### src/design/hk2fw_pkg.sv
// ----------------------------------------------------------------------------
// hk2fw_pkg: shared types and constants for the half-width kana converter
// Holds the item structs, the queue entry format, the voicing-mark codes and
// the half-width to full-width Shift-JIS lookup tables.
// ----------------------------------------------------------------------------
package hk2fw_pkg;

    // Input item: a data byte or an end-of-stream marker.
    typedef struct packed {
        logic       kind;
        logic [7:0] code_byte;
    } t_in_item;

    // Result item: one full-width pair or one flagged byte.
    typedef struct packed {
        logic [7:0] lead_byte;
        logic [7:0] trail_byte;
        logic       bad_byte;
        logic       last;
    } t_out_item;

    // Input item kinds.
    localparam logic KIND_DATA = 1'b0;
    localparam logic KIND_END  = 1'b1;

    // Voicing mark folded into an emitted kana.
    typedef enum logic [1:0] {
        MARK_NONE  = 2'd0,
        MARK_VOICE = 2'd1,
        MARK_SEMI  = 2'd2
    } t_mark;

    // Work for the back part: an optional kana emit, then an optional flag.
    typedef struct packed {
        logic       has_kana;
        logic [5:0] kana_idx;
        t_mark      mark;
        logic       has_bad;
        logic [7:0] bad_byte;
    } t_op;

    // Depth of the queue between the front and back parts.
    localparam int QUEUE_DEPTH = 4;
    localparam int QPTR_W      = $clog2(QUEUE_DEPTH);
    localparam int QCNT_W      = $clog2(QUEUE_DEPTH + 1);

    // Stream byte values.
    localparam logic [7:0] KANA_LO     = 8'd161;
    localparam logic [7:0] KANA_HI     = 8'd223;
    localparam logic [7:0] BYTE_VOICE  = 8'd222;
    localparam logic [7:0] BYTE_SEMI   = 8'd223;
    localparam logic [7:0] BYTE_PREFIX = 8'd142;

    // Half-width kana that accept a voicing or semi-voicing mark.
    localparam logic [7:0] VOICE_A_LO = 8'd182;
    localparam logic [7:0] VOICE_A_HI = 8'd196;
    localparam logic [7:0] VOICE_B_LO = 8'd202;
    localparam logic [7:0] VOICE_B_HI = 8'd206;
    localparam logic [7:0] KANA_U     = 8'd179;

    // Full-width trail byte ranges that the marks shift.
    localparam logic [7:0] TRAIL_A_LO = 8'd74;
    localparam logic [7:0] TRAIL_A_HI = 8'd103;
    localparam logic [7:0] TRAIL_B_LO = 8'd110;
    localparam logic [7:0] TRAIL_B_HI = 8'd122;
    localparam logic [7:0] LEAD_KATA  = 8'd131;
    localparam logic [7:0] TRAIL_U    = 8'd69;
    localparam logic [7:0] TRAIL_VU   = 8'd148;

    localparam int KANA_COUNT = 63;

    localparam logic [7:0] LEAD_TAB [KANA_COUNT] = '{
        8'd129, 8'd129, 8'd129, 8'd129, 8'd129, 8'd131, 8'd131, 8'd131,
        8'd131, 8'd131, 8'd131, 8'd131, 8'd131, 8'd131, 8'd131, 8'd129,
        8'd131, 8'd131, 8'd131, 8'd131, 8'd131, 8'd131, 8'd131, 8'd131,
        8'd131, 8'd131, 8'd131, 8'd131, 8'd131, 8'd131, 8'd131, 8'd131,
        8'd131, 8'd131, 8'd131, 8'd131, 8'd131, 8'd131, 8'd131, 8'd131,
        8'd131, 8'd131, 8'd131, 8'd131, 8'd131, 8'd131, 8'd131, 8'd131,
        8'd131, 8'd131, 8'd131, 8'd131, 8'd131, 8'd131, 8'd131, 8'd131,
        8'd131, 8'd131, 8'd131, 8'd131, 8'd131, 8'd129, 8'd129
    };

    localparam logic [7:0] TRAIL_TAB [KANA_COUNT] = '{
        8'd66,  8'd117, 8'd118, 8'd65,  8'd69,  8'd146, 8'd64,  8'd66,
        8'd68,  8'd70,  8'd72,  8'd131, 8'd133, 8'd135, 8'd98,  8'd91,
        8'd65,  8'd67,  8'd69,  8'd71,  8'd73,  8'd74,  8'd76,  8'd78,
        8'd80,  8'd82,  8'd84,  8'd86,  8'd88,  8'd90,  8'd92,  8'd94,
        8'd96,  8'd99,  8'd101, 8'd103, 8'd105, 8'd106, 8'd107, 8'd108,
        8'd109, 8'd110, 8'd113, 8'd116, 8'd119, 8'd122, 8'd125, 8'd126,
        8'd128, 8'd129, 8'd130, 8'd132, 8'd134, 8'd136, 8'd137, 8'd138,
        8'd139, 8'd140, 8'd141, 8'd143, 8'd147, 8'd74,  8'd75
    };

    // Lead byte for a kana index; the unused top index reads as the first.
    function automatic logic [7:0] kana_lead(input logic [5:0] idx);
        logic [7:0] val;
        if (idx == 6'(KANA_COUNT)) begin
            val = LEAD_TAB[0];
        end else begin
            val = LEAD_TAB[idx];
        end
        return val;
    endfunction

    // Trail byte for a kana index; the unused top index reads as the first.
    function automatic logic [7:0] kana_trail(input logic [5:0] idx);
        logic [7:0] val;
        if (idx == 6'(KANA_COUNT)) begin
            val = TRAIL_TAB[0];
        end else begin
            val = TRAIL_TAB[idx];
        end
        return val;
    endfunction

endpackage

### src/design/hk2fw_front.sv
// ----------------------------------------------------------------------------
// hk2fw_front: input acceptance and classification
// Tracks the held kana and the EUC prefix, decides for each input item which
// results it causes, and pushes that work into the queue.
// ----------------------------------------------------------------------------
module hk2fw_front
    import hk2fw_pkg::*;
(
    input  logic     i_clk,
    input  logic     i_rst_n,
    input  logic     i_cfg_we,
    input  logic     i_cfg_data,
    input  logic     i_in_valid,
    output logic     o_in_stall,
    input  t_in_item i_in_data,
    input  logic     i_q_full,
    output logic     o_push,
    output t_op      o_op
);

    logic       r_mode;
    logic       r_pend_valid;
    logic [7:0] r_pend_kana;
    logic       r_shift;
    logic       n_pend_valid;
    logic [7:0] n_pend_kana;
    logic       n_shift;

    logic       w_accept;
    logic [7:0] w_byte;
    logic [7:0] w_pend_diff;
    logic       w_is_kana;
    logic       w_use_kana;
    logic       w_is_prefix;
    logic       w_takes_voice;
    logic       w_takes_semi;
    t_op        w_op;

    assign w_accept   = i_in_valid && !i_q_full;
    assign o_in_stall = i_q_full;
    assign w_byte     = i_in_data.code_byte;
    assign w_pend_diff = r_pend_kana - KANA_LO;

    // Byte classes for the current mode.
    assign w_is_kana   = (w_byte >= KANA_LO) && (w_byte <= KANA_HI);
    assign w_use_kana  = w_is_kana && (!r_mode || r_shift);
    assign w_is_prefix = r_mode && !r_shift && (w_byte == BYTE_PREFIX);

    // Marks that the held kana accepts.
    assign w_takes_voice = ((r_pend_kana >= VOICE_A_LO) && (r_pend_kana <= VOICE_A_HI))
                        || ((r_pend_kana >= VOICE_B_LO) && (r_pend_kana <= VOICE_B_HI))
                        || (r_pend_kana == KANA_U);
    assign w_takes_semi  = (r_pend_kana >= VOICE_B_LO) && (r_pend_kana <= VOICE_B_HI);

    // Decide the work for this item and the next held state.
    always_comb begin
        n_pend_valid    = r_pend_valid;
        n_pend_kana     = r_pend_kana;
        n_shift         = r_shift;
        w_op.has_kana   = 1'b0;
        w_op.kana_idx   = w_pend_diff[5:0];
        w_op.mark       = MARK_NONE;
        w_op.has_bad    = 1'b0;
        w_op.bad_byte   = w_byte;
        if (i_in_data.kind == KIND_END) begin
            w_op.has_kana = r_pend_valid;
            w_op.has_bad  = r_shift;
            w_op.bad_byte = BYTE_PREFIX;
            n_pend_valid  = 1'b0;
            n_pend_kana   = '0;
            n_shift       = 1'b0;
        end else begin
            n_shift = w_is_prefix;
            if (w_use_kana) begin
                if (r_pend_valid && (w_byte == BYTE_VOICE) && w_takes_voice) begin
                    w_op.has_kana = 1'b1;
                    w_op.mark     = MARK_VOICE;
                    n_pend_valid  = 1'b0;
                    n_pend_kana   = '0;
                end else if (r_pend_valid && (w_byte == BYTE_SEMI) && w_takes_semi) begin
                    w_op.has_kana = 1'b1;
                    w_op.mark     = MARK_SEMI;
                    n_pend_valid  = 1'b0;
                    n_pend_kana   = '0;
                end else begin
                    w_op.has_kana = r_pend_valid;
                    n_pend_valid  = 1'b1;
                    n_pend_kana   = w_byte;
                end
            end else if (!w_is_prefix) begin
                w_op.has_kana = r_pend_valid;
                w_op.has_bad  = 1'b1;
                n_pend_valid  = 1'b0;
                n_pend_kana   = '0;
            end
        end
    end

    assign o_op   = w_op;
    assign o_push = w_accept && (w_op.has_kana || w_op.has_bad);

    // Mode register and held-kana state.
    always_ff @(posedge i_clk) begin
        if (!i_rst_n) begin
            r_mode       <= 1'b0;
            r_pend_valid <= 1'b0;
            r_pend_kana  <= '0;
            r_shift      <= 1'b0;
        end else begin
            if (i_cfg_we) begin
                r_mode <= i_cfg_data;
            end
            if (w_accept) begin
                r_pend_valid <= n_pend_valid;
                r_pend_kana  <= n_pend_kana;
                r_shift      <= n_shift;
            end
        end
    end

endmodule

### src/design/hk2fw_queue.sv
// ----------------------------------------------------------------------------
// hk2fw_queue: work queue between the front and back parts
// A small register FIFO of pending work entries with a count of occupancy.
// ----------------------------------------------------------------------------
module hk2fw_queue
    import hk2fw_pkg::*;
(
    input  logic i_clk,
    input  logic i_rst_n,
    input  logic i_push,
    input  t_op  i_op,
    output logic o_full,
    input  logic i_pop,
    output logic o_empty,
    output t_op  o_head
);

    t_op               r_mem [QUEUE_DEPTH];
    logic [QPTR_W-1:0] r_wr_ptr;
    logic [QPTR_W-1:0] r_rd_ptr;
    logic [QCNT_W-1:0] r_count;
    logic [QPTR_W-1:0] n_wr_ptr;
    logic [QPTR_W-1:0] n_rd_ptr;
    logic [QCNT_W-1:0] n_count;

    assign o_full  = (r_count == QCNT_W'(QUEUE_DEPTH));
    assign o_empty = (r_count == '0);
    assign o_head  = r_mem[r_rd_ptr];

    // Pointer wrap and occupancy update.
    always_comb begin
        n_wr_ptr = r_wr_ptr;
        n_rd_ptr = r_rd_ptr;
        if (i_push) begin
            n_wr_ptr = (r_wr_ptr == QPTR_W'(QUEUE_DEPTH - 1)) ? '0 : r_wr_ptr + 1'b1;
        end
        if (i_pop) begin
            n_rd_ptr = (r_rd_ptr == QPTR_W'(QUEUE_DEPTH - 1)) ? '0 : r_rd_ptr + 1'b1;
        end
        unique case ({i_push, i_pop})
            2'b10:   n_count = r_count + 1'b1;
            2'b01:   n_count = r_count - 1'b1;
            default: n_count = r_count;
        endcase
    end

    // Entry storage.
    always_ff @(posedge i_clk) begin
        if (i_push) begin
            r_mem[r_wr_ptr] <= i_op;
        end
    end

    // Queue control.
    always_ff @(posedge i_clk) begin
        if (!i_rst_n) begin
            r_wr_ptr <= '0;
            r_rd_ptr <= '0;
            r_count  <= '0;
        end else begin
            r_wr_ptr <= n_wr_ptr;
            r_rd_ptr <= n_rd_ptr;
            r_count  <= n_count;
        end
    end

endmodule

### src/design/hk2fw_back.sv
// ----------------------------------------------------------------------------
// hk2fw_back: table lookup and result output
// Takes work from the queue, maps the kana through the full-width table,
// folds in the voicing mark and delivers one or two result items.
// ----------------------------------------------------------------------------
module hk2fw_back
    import hk2fw_pkg::*;
(
    input  logic      i_clk,
    input  logic      i_rst_n,
    input  logic      i_empty,
    input  t_op       i_head,
    output logic      o_pop,
    output logic      o_out_valid,
    input  logic      i_out_stall,
    output t_out_item o_out_data
);

    logic       r_out_valid;
    t_out_item  r_out;
    logic       r_hold_bad;
    logic [7:0] r_hold_byte;
    logic       n_out_valid;
    t_out_item  n_out;
    logic       n_hold_bad;
    logic [7:0] n_hold_byte;

    logic       w_out_free;
    logic [7:0] w_lead;
    logic [7:0] w_trail_base;
    logic [7:0] w_trail;

    assign w_out_free = !r_out_valid || !i_out_stall;
    assign o_pop      = w_out_free && !r_hold_bad && !i_empty;

    // Table lookup and mark folding for the head entry.
    assign w_lead       = kana_lead(i_head.kana_idx);
    assign w_trail_base = kana_trail(i_head.kana_idx);

    always_comb begin
        w_trail = w_trail_base;
        case (i_head.mark)
            MARK_VOICE: begin
                if (((w_trail_base >= TRAIL_A_LO) && (w_trail_base <= TRAIL_A_HI))
                    || ((w_trail_base >= TRAIL_B_LO) && (w_trail_base <= TRAIL_B_HI))) begin
                    w_trail = w_trail_base + 8'd1;
                end else if ((w_lead == LEAD_KATA) && (w_trail_base == TRAIL_U)) begin
                    w_trail = TRAIL_VU;
                end
            end
            MARK_SEMI: begin
                if ((w_trail_base >= TRAIL_B_LO) && (w_trail_base <= TRAIL_B_HI)) begin
                    w_trail = w_trail_base + 8'd2;
                end
            end
            default: begin
                w_trail = w_trail_base;
            end
        endcase
    end

    // Output register loading; a flagged second result waits in the hold.
    always_comb begin
        n_out_valid = r_out_valid;
        n_out       = r_out;
        n_hold_bad  = r_hold_bad;
        n_hold_byte = r_hold_byte;
        if (w_out_free) begin
            priority if (r_hold_bad) begin
                n_out_valid      = 1'b1;
                n_out.lead_byte  = r_hold_byte;
                n_out.trail_byte = '0;
                n_out.bad_byte   = 1'b1;
                n_out.last       = 1'b1;
                n_hold_bad       = 1'b0;
            end else if (!i_empty) begin
                n_out_valid = 1'b1;
                if (i_head.has_kana) begin
                    n_out.lead_byte  = w_lead;
                    n_out.trail_byte = w_trail;
                    n_out.bad_byte   = 1'b0;
                    n_out.last       = !i_head.has_bad;
                    n_hold_bad       = i_head.has_bad;
                    n_hold_byte      = i_head.bad_byte;
                end else begin
                    n_out.lead_byte  = i_head.bad_byte;
                    n_out.trail_byte = '0;
                    n_out.bad_byte   = 1'b1;
                    n_out.last       = 1'b1;
                end
            end else begin
                n_out_valid = 1'b0;
            end
        end
    end

    // Payload registers.
    always_ff @(posedge i_clk) begin
        r_out       <= n_out;
        r_hold_byte <= n_hold_byte;
    end

    // Control registers.
    always_ff @(posedge i_clk) begin
        if (!i_rst_n) begin
            r_out_valid <= 1'b0;
            r_hold_bad  <= 1'b0;
        end else begin
            r_out_valid <= n_out_valid;
            r_hold_bad  <= n_hold_bad;
        end
    end

    assign o_out_valid = r_out_valid;
    assign o_out_data  = r_out;

endmodule

### src/design/halfwidth_kana_to_fullwidth.sv
// ----------------------------------------------------------------------------
// halfwidth_kana_to_fullwidth: half-width katakana to full-width Shift-JIS
// Converts a Shift-JIS or EUC half-width kana byte stream into full-width
// Shift-JIS pairs, folding voicing marks and flagging non-kana bytes.
// ----------------------------------------------------------------------------
//  Channel  Direction  Handshake                   Payload
//  input    in         i_in_valid / o_in_stall     i_in_data  (t_in_item)
//  output   out        o_out_valid / i_out_stall   o_out_data (t_out_item)
//  config   in         i_cfg_we                    i_cfg_data (encoding mode)
//
//  One input item is taken per cycle while the four-entry work queue has room.
//  Each result item sits in the output register; an item that causes two
//  results holds that register for both in turn, which the queue absorbs.
//  A result is presented once its work has passed through a queue entry and
//  then the output register.
//  Reset is synchronous and clears all control state; there is no clearing pass.
//  A stall on the output backs up the queue and then stalls the input.
// ----------------------------------------------------------------------------
module halfwidth_kana_to_fullwidth
    import hk2fw_pkg::*;
(
    input  logic      i_clk,
    input  logic      i_rst_n,
    input  logic      i_cfg_we,
    input  logic      i_cfg_data,
    input  logic      i_in_valid,
    output logic      o_in_stall,
    input  t_in_item  i_in_data,
    output logic      o_out_valid,
    input  logic      i_out_stall,
    output t_out_item o_out_data
);

    logic w_push;
    logic w_full;
    logic w_pop;
    logic w_empty;
    t_op  w_push_op;
    t_op  w_head_op;

    // Classification of incoming bytes.
    hk2fw_front u_front (
        .i_clk      (i_clk),
        .i_rst_n    (i_rst_n),
        .i_cfg_we   (i_cfg_we),
        .i_cfg_data (i_cfg_data),
        .i_in_valid (i_in_valid),
        .o_in_stall (o_in_stall),
        .i_in_data  (i_in_data),
        .i_q_full   (w_full),
        .o_push     (w_push),
        .o_op       (w_push_op)
    );

    // Work queue.
    hk2fw_queue u_queue (
        .i_clk   (i_clk),
        .i_rst_n (i_rst_n),
        .i_push  (w_push),
        .i_op    (w_push_op),
        .o_full  (w_full),
        .i_pop   (w_pop),
        .o_empty (w_empty),
        .o_head  (w_head_op)
    );

    // Lookup and result delivery.
    hk2fw_back u_back (
        .i_clk       (i_clk),
        .i_rst_n     (i_rst_n),
        .i_empty     (w_empty),
        .i_head      (w_head_op),
        .o_pop       (w_pop),
        .o_out_valid (o_out_valid),
        .i_out_stall (i_out_stall),
        .o_out_data  (o_out_data)
    );

    // The front never writes into a full queue.
    a_no_overflow: assert property (@(posedge i_clk) disable iff (!i_rst_n)
        !(w_push && w_full))
        else $error("work pushed into a full queue");

    // The back never takes work from an empty queue.
    a_no_underflow: assert property (@(posedge i_clk) disable iff (!i_rst_n)
        !(w_pop && w_empty))
        else $error("work popped from an empty queue");

    // A flagged result always carries a zero trail byte.
    a_bad_trail: assert property (@(posedge i_clk) disable iff (!i_rst_n)
        (o_out_valid && o_out_data.bad_byte) |-> (o_out_data.trail_byte == 8'd0))
        else $error("flagged item with nonzero trail byte");

    // A result that is not the last of its input is always followed by more.
    a_last_follow: assert property (@(posedge i_clk) disable iff (!i_rst_n)
        (o_out_valid && !i_out_stall && !o_out_data.last) |=> o_out_valid)
        else $error("second result of an item missing");

endmodule

### config.mk
export PLATFORM = sky130hd
export DESIGN_NAME = halfwidth_kana_to_fullwidth
export DESIGN_NICKNAME = d
export VERILOG_FILES = /design/src/design/hk2fw_pkg.sv /design/src/design/hk2fw_front.sv /design/src/design/hk2fw_queue.sv /design/src/design/hk2fw_back.sv /design/src/design/halfwidth_kana_to_fullwidth.sv
export SDC_FILE = /design/constraint.sdc
export NUM_CORES = 1
export LEC_CHECK = 0
export ABC_AREA = 1
export BUFFER_PORTS_ARGS = -buffer_cell sky130_fd_sc_hd__clkbuf_2
export CORE_MARGIN = 2
export CORE_UTILIZATION = 50
export CTS_CLUSTER_SIZE = 8
export DETAILED_ROUTE_END_ITERATION = 16
export HOLD_SLACK_MARGIN = 0.05
export PLACE_DENSITY = 0.67
export SLEW_MARGIN = 5
export SYNTH_ARGS = -nofsm -noshare
export SYNTH_HDL_FRONTEND = slang
export SYNTH_SLANG_ARGS = --single-unit
### constraint.sdc
create_clock -name i_clk -period 6.1 [get_ports i_clk]
set_clock_uncertainty 0.1 [all_clocks]
set_input_delay 0.61 -clock i_clk [delete_from_list [all_inputs] [get_ports i_clk]]
set_output_delay 0.61 -clock i_clk [all_outputs]
set_load 0.05 [all_outputs]
==> results of run 1 <==
[path summary, 6_finish.rpt]
check,from,endpoint,slack (ps),cells past startpoint
worst min-delay path,i_cfg_we,u_front.r_mode,290,2
worst max-delay path,flop,u_back.o_out_data[3],2010,24
worst min register to register,u_front.r_shift,u_front.r_shift,370,2
worst max register to register,flop,u_back.o_out_data[3],2010,24
[registers in the layout, indices dropped and copies added (netlist names), named ones only]
name,count
u_back.o_out_data,18
u_front.r_pend_valid,1
u_front.r_mode,1
u_queue.r_mem,72
u_back.r_hold_byte,8
u_front.r_pend_kana,8
u_back.r_hold_bad,1
u_queue.r_wr_ptr,2
u_queue.r_count,3
u_front.r_shift,1
u_queue.r_rd_ptr,2
u_back.o_out_valid,1
[per-layer routing]
layer  GRT usage  wire [um]  vias to the layer above
li1            -          -                     2502
met1      0.2831       6568                     2345
met2      0.3312       6605                      163
met3     0.04502        694                       10
met4     0.06399         92                        0
met5           0          0                        -
[through the flow]
| stage | cells | worst slack, ps | util | hold slack [ps] | area [um^2] |
|---|---|---|---|---|---|
| floorplan | 714 | 3066 | - | 342.6 | 6591 |
| global placement | 903 | 2112 | 0.5387 | 358.4 | 6853 |
| detailed placement | 903 | 2045 | 0.5387 | 361.4 | 6853 |
| CTS | 935 | 2042 | 0.5810 | 278.4 | 7392 |
| global route | 935 | 1557 | 0.5810 | 281.3 | 7392 |
| finish | 935 | 2009 | 0.5810 | 292.4 | 7392 |
[area by class of cell]
cell class              instances  area, um^2
well taps                     172       215.2
clock buffers                  18       429.2
inverters                      75       281.5
fillers                      1133        5330
flip-flops and latches        120        3383
multi-input cells             496        2758
clock inverters                14       110.1
repair buffers                 40       215.2
[layout by cell type (no fill, tap or decap), types with 2 or more instances in the layout]
master	n
a21oi_1	31
a22o_1	5
a32oi_1	2
buf_4	6
clkbuf_16	17
clkbuf_2	34
clkinv_2	6
clkinvlp_4	5
dfxtp_1	22
edfxtp_1	98
ha_1	23
inv_1	68
inv_2	7
nand2_1	166
nand2_2	14
nand2_4	11
nand3_1	63
nand3_2	8
nand3_4	5
nand3b_1	3
nand4_1	9
nor2_1	61
nor2_2	3
nor2_4	3
nor3_1	6
nor4_1	2
o21ai_0	44
o21ai_1	2
o22a_1	2
o22ai_1	13
xor2_1	8
[worst max-delay path: cells and delay by family, from the launching register on]
family	cells	cell delay, ps
fa+ha+maj	2	590
simple gates	20	2080
flops	1	290
buf+inv	2	740
[cell families (layout without fill, tap and decap cells)]
| logic type | Yosys count | in the layout | share of synthesized area |
|---|---|---|---|
| simple gates | 357 | 357 | 0.2665 |
| flops | 120 | 120 | 0.5133 |
| compound gates | 107 | 107 | 0.09454 |
| buf+inv | 98 | 147 | 0.06834 |
| fa+ha+maj | 24 | 24 | 0.04670 |
| xor+xnor | 8 | 8 | 0.01063 |
[Yosys cell counts (2+ instances only)]
cell and instances:
a21oi_1 31, a22o_1 5, a32oi_1 2, buf_6 9
clkbuf_1 12, dfxtp_1 22, edfxtp_1 98, ha_1 23
inv_1 68, inv_2 7, nand2_1 166, nand2_2 14
nand2_4 11, nand3_1 63, nand3_2 8, nand3_4 5
nand3b_1 3, nand4_1 9, nor2_1 61, nor2_2 3
nor2_4 3, nor3_1 6, nor4_1 2, o21ai_0 44
o21ai_1 2, o22a_1 2, o22ai_1 13, xor2_1 8
==> metrics.md, run 1 <==
| Metric | Value |
|---|---|
| Status | complete, no violations |
| Shortest period the worst path allows | around 4100 ps |
| Cell count after synthesis | slightly above 700 |
| Nets in the synthesized netlist | roughly 750 |
| Vias in the first global route | 4706 |
| CP arrival | between 4000 and 5000 ps |
| Crit-path slowest cell | inv_2 |
| Worst-case headroom to the max-slew limit | 0.5433 |
| DRC viols | 0 |
| Num CTS Buffers | 17 |
| Yosys cell types | between 40 and 50 |
| Cts repair resizes | 0 |
| Area fraction of the dominant cell type after synthesis | 0.4465 |
| RSZ-0062 raised after global routing | false |
| Number of design-rule violations left by the first detailed-router iteration | just under 500 |
| Area Growth Syn to Fin | 12.15% |
| Average detailed-routed wire length per instance | 14.93 um |
| Die Span Y | roughly 120 um |
| Critical Path Max Stage Delay | about 500 ps |
| Synthesized area | ~6600 um^2 |
| Inserted Diodes | 0 |
| Number of antenna violations at the first check in global routing | 0 |
| Kind of critical path | flop to flop |
| Cell taking the most area after synthesis | edfxtp_1 |
| Count of H-tree levels built during CTS | 4 |
| Global-route wire length before repair | ~23000 um |
| Average cell area after synthesis | around 9.2 um^2 |
| Crit-path most repeated cell | nand2_1 |
| Via count of the routed design | ~5000 |
| Synth Warn # | 0 |
| Maximum number of pins on one net before global-route repair | 39 |
| Via density per instance | ~5.4 |
| Final cycle utilization of the critical path | 0.6707 |
| DRT Wirelength | 13960 um |
| Cell Chain, Critical Path | buf_4 -> inv_2 -> nand2_1 -> nand3_1 -> nand2_1 -> ha_1 -> nand3b_1 -> nand3_1 -> nand2_1 -> nand2_1 -> nand2_1 -> nor2_1 -> ha_1 -> nand3_1 -> nor2_1 -> nand2_1 -> nor2_1 -> nand2_1 -> nand2_1 -> nand3_1 -> nand2_1 -> nor2_1 -> nor2_1 -> nor2_1 |
| All-layer global routing usage | 0.2071 |
| Number of port buffers | 34 |
| Die outline width | ~120 um |
| Class of the most critical hold timing path | input pin to flop |
| Critical path fanouts, max | 38 |
| Buffer count from post-CTS setup fixing | 0 |
| Crit path required time | 6160 ps |
| # clock sinks | 120 |
| Number of nets with antenna violations after routing | 0 |
| Net count of the finished layout | 789 |
| Maximum buffer depth of the clock tree | 2 |
| Number of top-level pins | 35 |
| Estimated wirelength of the detail-placed design | approximately 9800 um |
| CP Capture Type | flop |
| Synth area leaders | edfxtp_1 45%, nand2_1 9.5%, dfxtp_1 6.7%, nand3_1 4.8%, ha_1 4.4% |
| Placement row count | ~40 |
| Flip-flop cell with the highest count after synthesis | edfxtp_1 |
| Final weighted congestion of routability-driven global placement | ~0.90 |
| CTS tree | done |
| Worst skew pair latency | about 400 ps |
| Layout cell share with drive strength beyond 1 | 0.1638 |
| Register area share after synthesis | 0.5133 |
| EDFF count, synth | 98 |
| Async set-reset flop share out of synthesis | 0 |
| Number of buffers inserted for hold repair after clock tree synthesis | 0 |
| Transition time at the pin with the least slew margin | about 700 ps |
| Clock root cell | clkbuf_16 |
| DIE AREA | around 14000 um^2 |
| Number of iterations in the first detailed-routing pass | 5 |
| CTS clk-pin slew, worst paths | 50 ps |
| Grt ovf | 0 |
| Number of hold-slack violations in the final timing report | 0 |
| Maximum frequency from static timing analysis | between 200 and 250 MHz |
| Max-slew violation count | 0 |
| Starting density of the core | 0.5181 |
| Placeable core region | roughly 13000 um^2 |
| CP startpoint kind | flop |
| Setup tns final | 0 ps |
| FF+latch count, synth | 120 |
| Max_cap viols | 0 |
| Number of setup violations in the final report | 0 |
Power of run 1 is not shown: default switching activity piles up to over one toggle a cycle in this logic, so the estimate is an artifact.
==> inputs of run 2 (changes only) <==
--- a/config.mk
+++ b/config.mk
@@ -12,7 +12,7 @@
 export CTS_CLUSTER_SIZE = 8
 export DETAILED_ROUTE_END_ITERATION = 16
 export HOLD_SLACK_MARGIN = 0.05
-export PLACE_DENSITY = 0.67
+export PLACE_DENSITY = 0.7
 export SLEW_MARGIN = 5
 export SYNTH_ARGS = -nofsm -noshare
 export SYNTH_HDL_FRONTEND = slang
==> constraint.sdc (replaced) <==
create_clock -name i_clk -period 3.3 [get_ports i_clk]
set_clock_uncertainty 0.1 [all_clocks]
set_input_delay 0.33 -clock i_clk [delete_from_list [all_inputs] [get_ports i_clk]]
set_output_delay 0.33 -clock i_clk [all_outputs]
set_load 0.05 [all_outputs]
==> run 2 against run 1 <==
Maximum frequency up 32%. Critical path depth down 1. Wire length up 8.2%. Sequential share of layout area down 1.8 points. Worst setup slack worse by 1800 ps. Count of clock-buffer cells in the layout up 9. Register-to-register slack worse by 1800 ps. Global-route usage up 0.68 points. Worst hold slack worse by 170 ps. Utilization up 2.5 points. First-iteration DRC count down 0.62%. Final cell count up 2.4%.
==> metrics.md, run 2 (synthesis results as in run 1) <==
| Metric | Value |
|---|---|
| Status | complete, no violations (unchanged) |
| Num CTS Buffers | 17 (unchanged) |
| RSZ-0062 raised after global routing | true (was false) |
| Most common cell after layout, fill and taps aside | nand2_1 (unchanged) |
| Number of cells after detailed placement | 918 (was 903) |
| Net count of the finished layout | 811 (was 789) |
| Placement row count | 41 (unchanged) |
| DRC viols | 0 (unchanged) |
| Final cycle utilization of the critical path | 0.9371 (was 0.6707) |
| Finished Layout Cells | 957 (was 935) |
| Number of buffers and inverters on the critical path | 4 (was 2) |
| Maximum frequency from static timing analysis | 323.4 MHz (was 244.4 MHz) |
| Placeable core region | 12720 um^2 (unchanged) |
| Fill count | 1049 (was 1133) |
| Cell count along the critical path | 23 (was 24) |
| Starting density of the core | 0.5181 (unchanged) |
| Inserted Diodes | 0 (unchanged) |
| Average detailed-routed wire length per instance | 15.79 um (was 14.93 um) |
| Depth of the most critical reg-to-reg path | 23 (was 24) |
| Worst skew pair latency | 400 ps (about the same) |
| Layout cell share with drive strength beyond 1 | 0.2051 (was 0.1638) |
| Finished layout cell area | 7711 um^2 (was 7392 um^2) |
| Class of the most critical hold timing path | input pin to flop (unchanged) |
| Maximum buffer depth of the clock tree | 2 (unchanged) |
| Worst-case headroom to the max-slew limit | 0.5373 (was 0.5433) |
| CP Capture Type | flop (unchanged) |
| DIE AREA | 14120 um^2 (unchanged) |
| CP arrival | 3140 ps (was 4150 ps) |
| # clock sinks | 120 (unchanged) |
| Crit-path slowest cell | dfxtp_4 (was inv_2) |
| Max-slew violation count | 0 (unchanged) |
| Grt ovf | 0 (unchanged) |
| Critical path fanouts, max | 7 (was 38) |
| Area Growth Syn to Fin | 16.99% (was 12.15%) |
| Max FFs per register | 72 (unchanged) |
| Critical Path Max Stage Delay | 370 ps (was 500 ps) |
| Via density per instance | 5.465 (was 5.369) |
| Die Span Y | 118.8 um (unchanged) |
| Number of nets with antenna violations after routing | 0 (unchanged) |
| Via count of the routed design | 5230 (was 5020) |
| CP startpoint kind | flop (unchanged) |
| Global-route wire length before repair | 23850 um (was 23070 um) |
| Post-placement cell area | 6965 um^2 (was 6853 um^2) |
| Die outline width | 118.8 um (unchanged) |
| Top register by number of flip-flops | u_queue.r_mem (unchanged) |
| Vias in the first global route | 4839 (was 4706) |
| Number of iterations in the first detailed-routing pass | 6 (was 5) |
| Family with the most delay on the worst path | simple AND/OR/NAND/NOR gates (unchanged) |
| Number of design-rule violations left by the first detailed-router iteration | 481 (was 484) |
| DRT Wirelength | 15110 um (was 13960 um) |
| Kind of critical path | flop to flop (unchanged) |
| Shortest period the worst path allows | 3092 ps (was 4091 ps) |
| Estimated wirelength of the detail-placed design | 10460 um (was 9835 um) |
| Number of setup violations in the final report | 0 (unchanged) |
| Cell Chain, Critical Path | buf_6 -> nand2_1 -> nand3_1 -> nand2_2 -> buf_4 -> ha_2 -> nand3_1 -> nand3_2 -> nand3_2 -> nand3_4 -> buf_6 -> ha_1 -> nand3_1 -> nand2_1 -> nand2_1 -> nand2_2 -> nand2_4 -> buf_4 -> nand3_1 -> nand2_1 -> nor2_1 -> nor2_1 -> nor2_1 (was buf_4 -> inv_2 -> nand2_1 -> nand3_1 -> nand2_1 -> ha_1 -> nand3b_1 -> nand3_1 -> nand2_1 -> nand2_1 -> nand2_1 -> nor2_1 -> ha_1 -> nand3_1 -> nor2_1 -> nand2_1 -> nor2_1 -> nand2_1 -> nand2_1 -> nand3_1 -> nand2_1 -> nor2_1 -> nor2_1 -> nor2_1) |
| Hold-critical path depth | 3 (was 2) |
| Number of hold-slack violations in the final timing report | 0 (unchanged) |
| Highest-count cells in the layout ignoring fill and taps | 158 x nand2_1, 98 x edfxtp_1, 67 x inv_1, 60 x nor2_1, 59 x nand3_1 (was 166 x nand2_1, 98 x edfxtp_1, 68 x inv_1, 63 x nand3_1, 61 x nor2_1) |
| Number of port buffers | 34 (unchanged) |
| Final weighted congestion of routability-driven global placement | 0.8839 (was 0.9030) |
| Count of H-tree levels built during CTS | 4 (unchanged) |
| Number of top-level pins | 35 (unchanged) |
| Maximum number of pins on one net before global-route repair | 25 (was 39) |
| Transition time at the pin with the least slew margin | 691.5 ps (was 684.3 ps) |
| All-layer global routing usage | 0.2139 (was 0.2071) |
| Number of antenna violations at the first check in global routing | 0 (unchanged) |
| Crit path required time | 3340 ps (was 6160 ps) |
| CTS tree | done (unchanged) |
| Clock root cell | clkbuf_16 (unchanged) |
| Max_cap viols | 0 (unchanged) |
| CTS clk-pin slew, worst paths | 60 ps (was 50 ps) |
run 2: worst reg2reg max path, cell delays in order, from the launching register on:
cell and delay, ps:
dfxtp_4 370, buf_6 130, nand2_1 80, nand3_1 100
nand2_2 80, buf_4 160, ha_2 190, nand3_1 110
nand3_2 100, nand3_2 110, nand3_4 90, buf_6 150
ha_1 190, nand3_1 90, nand2_1 60, nand2_1 70
nand2_2 70, nand2_4 110, buf_4 150, nand3_1 80
nand2_1 70, nor2_1 40, nor2_1 80, nor2_1 60
run 2: worst paths after layout:
path	start	to	slack [ps]
setup / recovery	flop	u_back.o_out_data[5]	210
hold reg to reg	u_front.r_shift	u_front.r_shift	370
setup reg to reg	flop	u_back.o_out_data[5]	210
hold / removal	i_in_data[3]	u_front.r_pend_kana[3]	120
run 2: what timing repair did:
action	4_1_cts	5_1_grt
gates resized for setup	0	30
hold buffers	2	0
hold endpoints to repair	1	0
setup buffers	0	4
setup endpoints to repair	0	8
run 2: layout make-up:
type	instances	area (um^2)	area share
sequential	120	3388	0.4394
inverter	75	284.0	0.03683
clock inverter	5	55.05	0.007139
timing repair buffer	61	396.6	0.05144
clock buffer	27	536.8	0.06961
multi-input combinational	497	2835	0.3677
tap	172	215.2	0.02791
run 2: routing by layer:
metal | up-vias | part of all wire | GRT usage
met2 | 174 | 0.48 | 0.3466
li1 | 2550 | - | -
met4 | 0 | 0.012 | 0.07589
met5 | - | 0 | 0
met3 | 14 | 0.058 | 0.04693
met1 | 2492 | 0.45 | 0.2838
run 2: metrics by stage:
stage	worst slack, ps	setup TNS, ps	util	hold slack [ps]
after floorplan	265.8	0	-	324.2
after global placement	81.80	0	0.5475	355.9
after detailed placement	45.71	0	0.5475	362.5
after CTS	15.53	0	0.5956	107.0
after global routing	-36.46	-83.96	0.6061	127.9
final	207.6	0	0.6061	122.9
Power of run 2 is left out for the same reason.
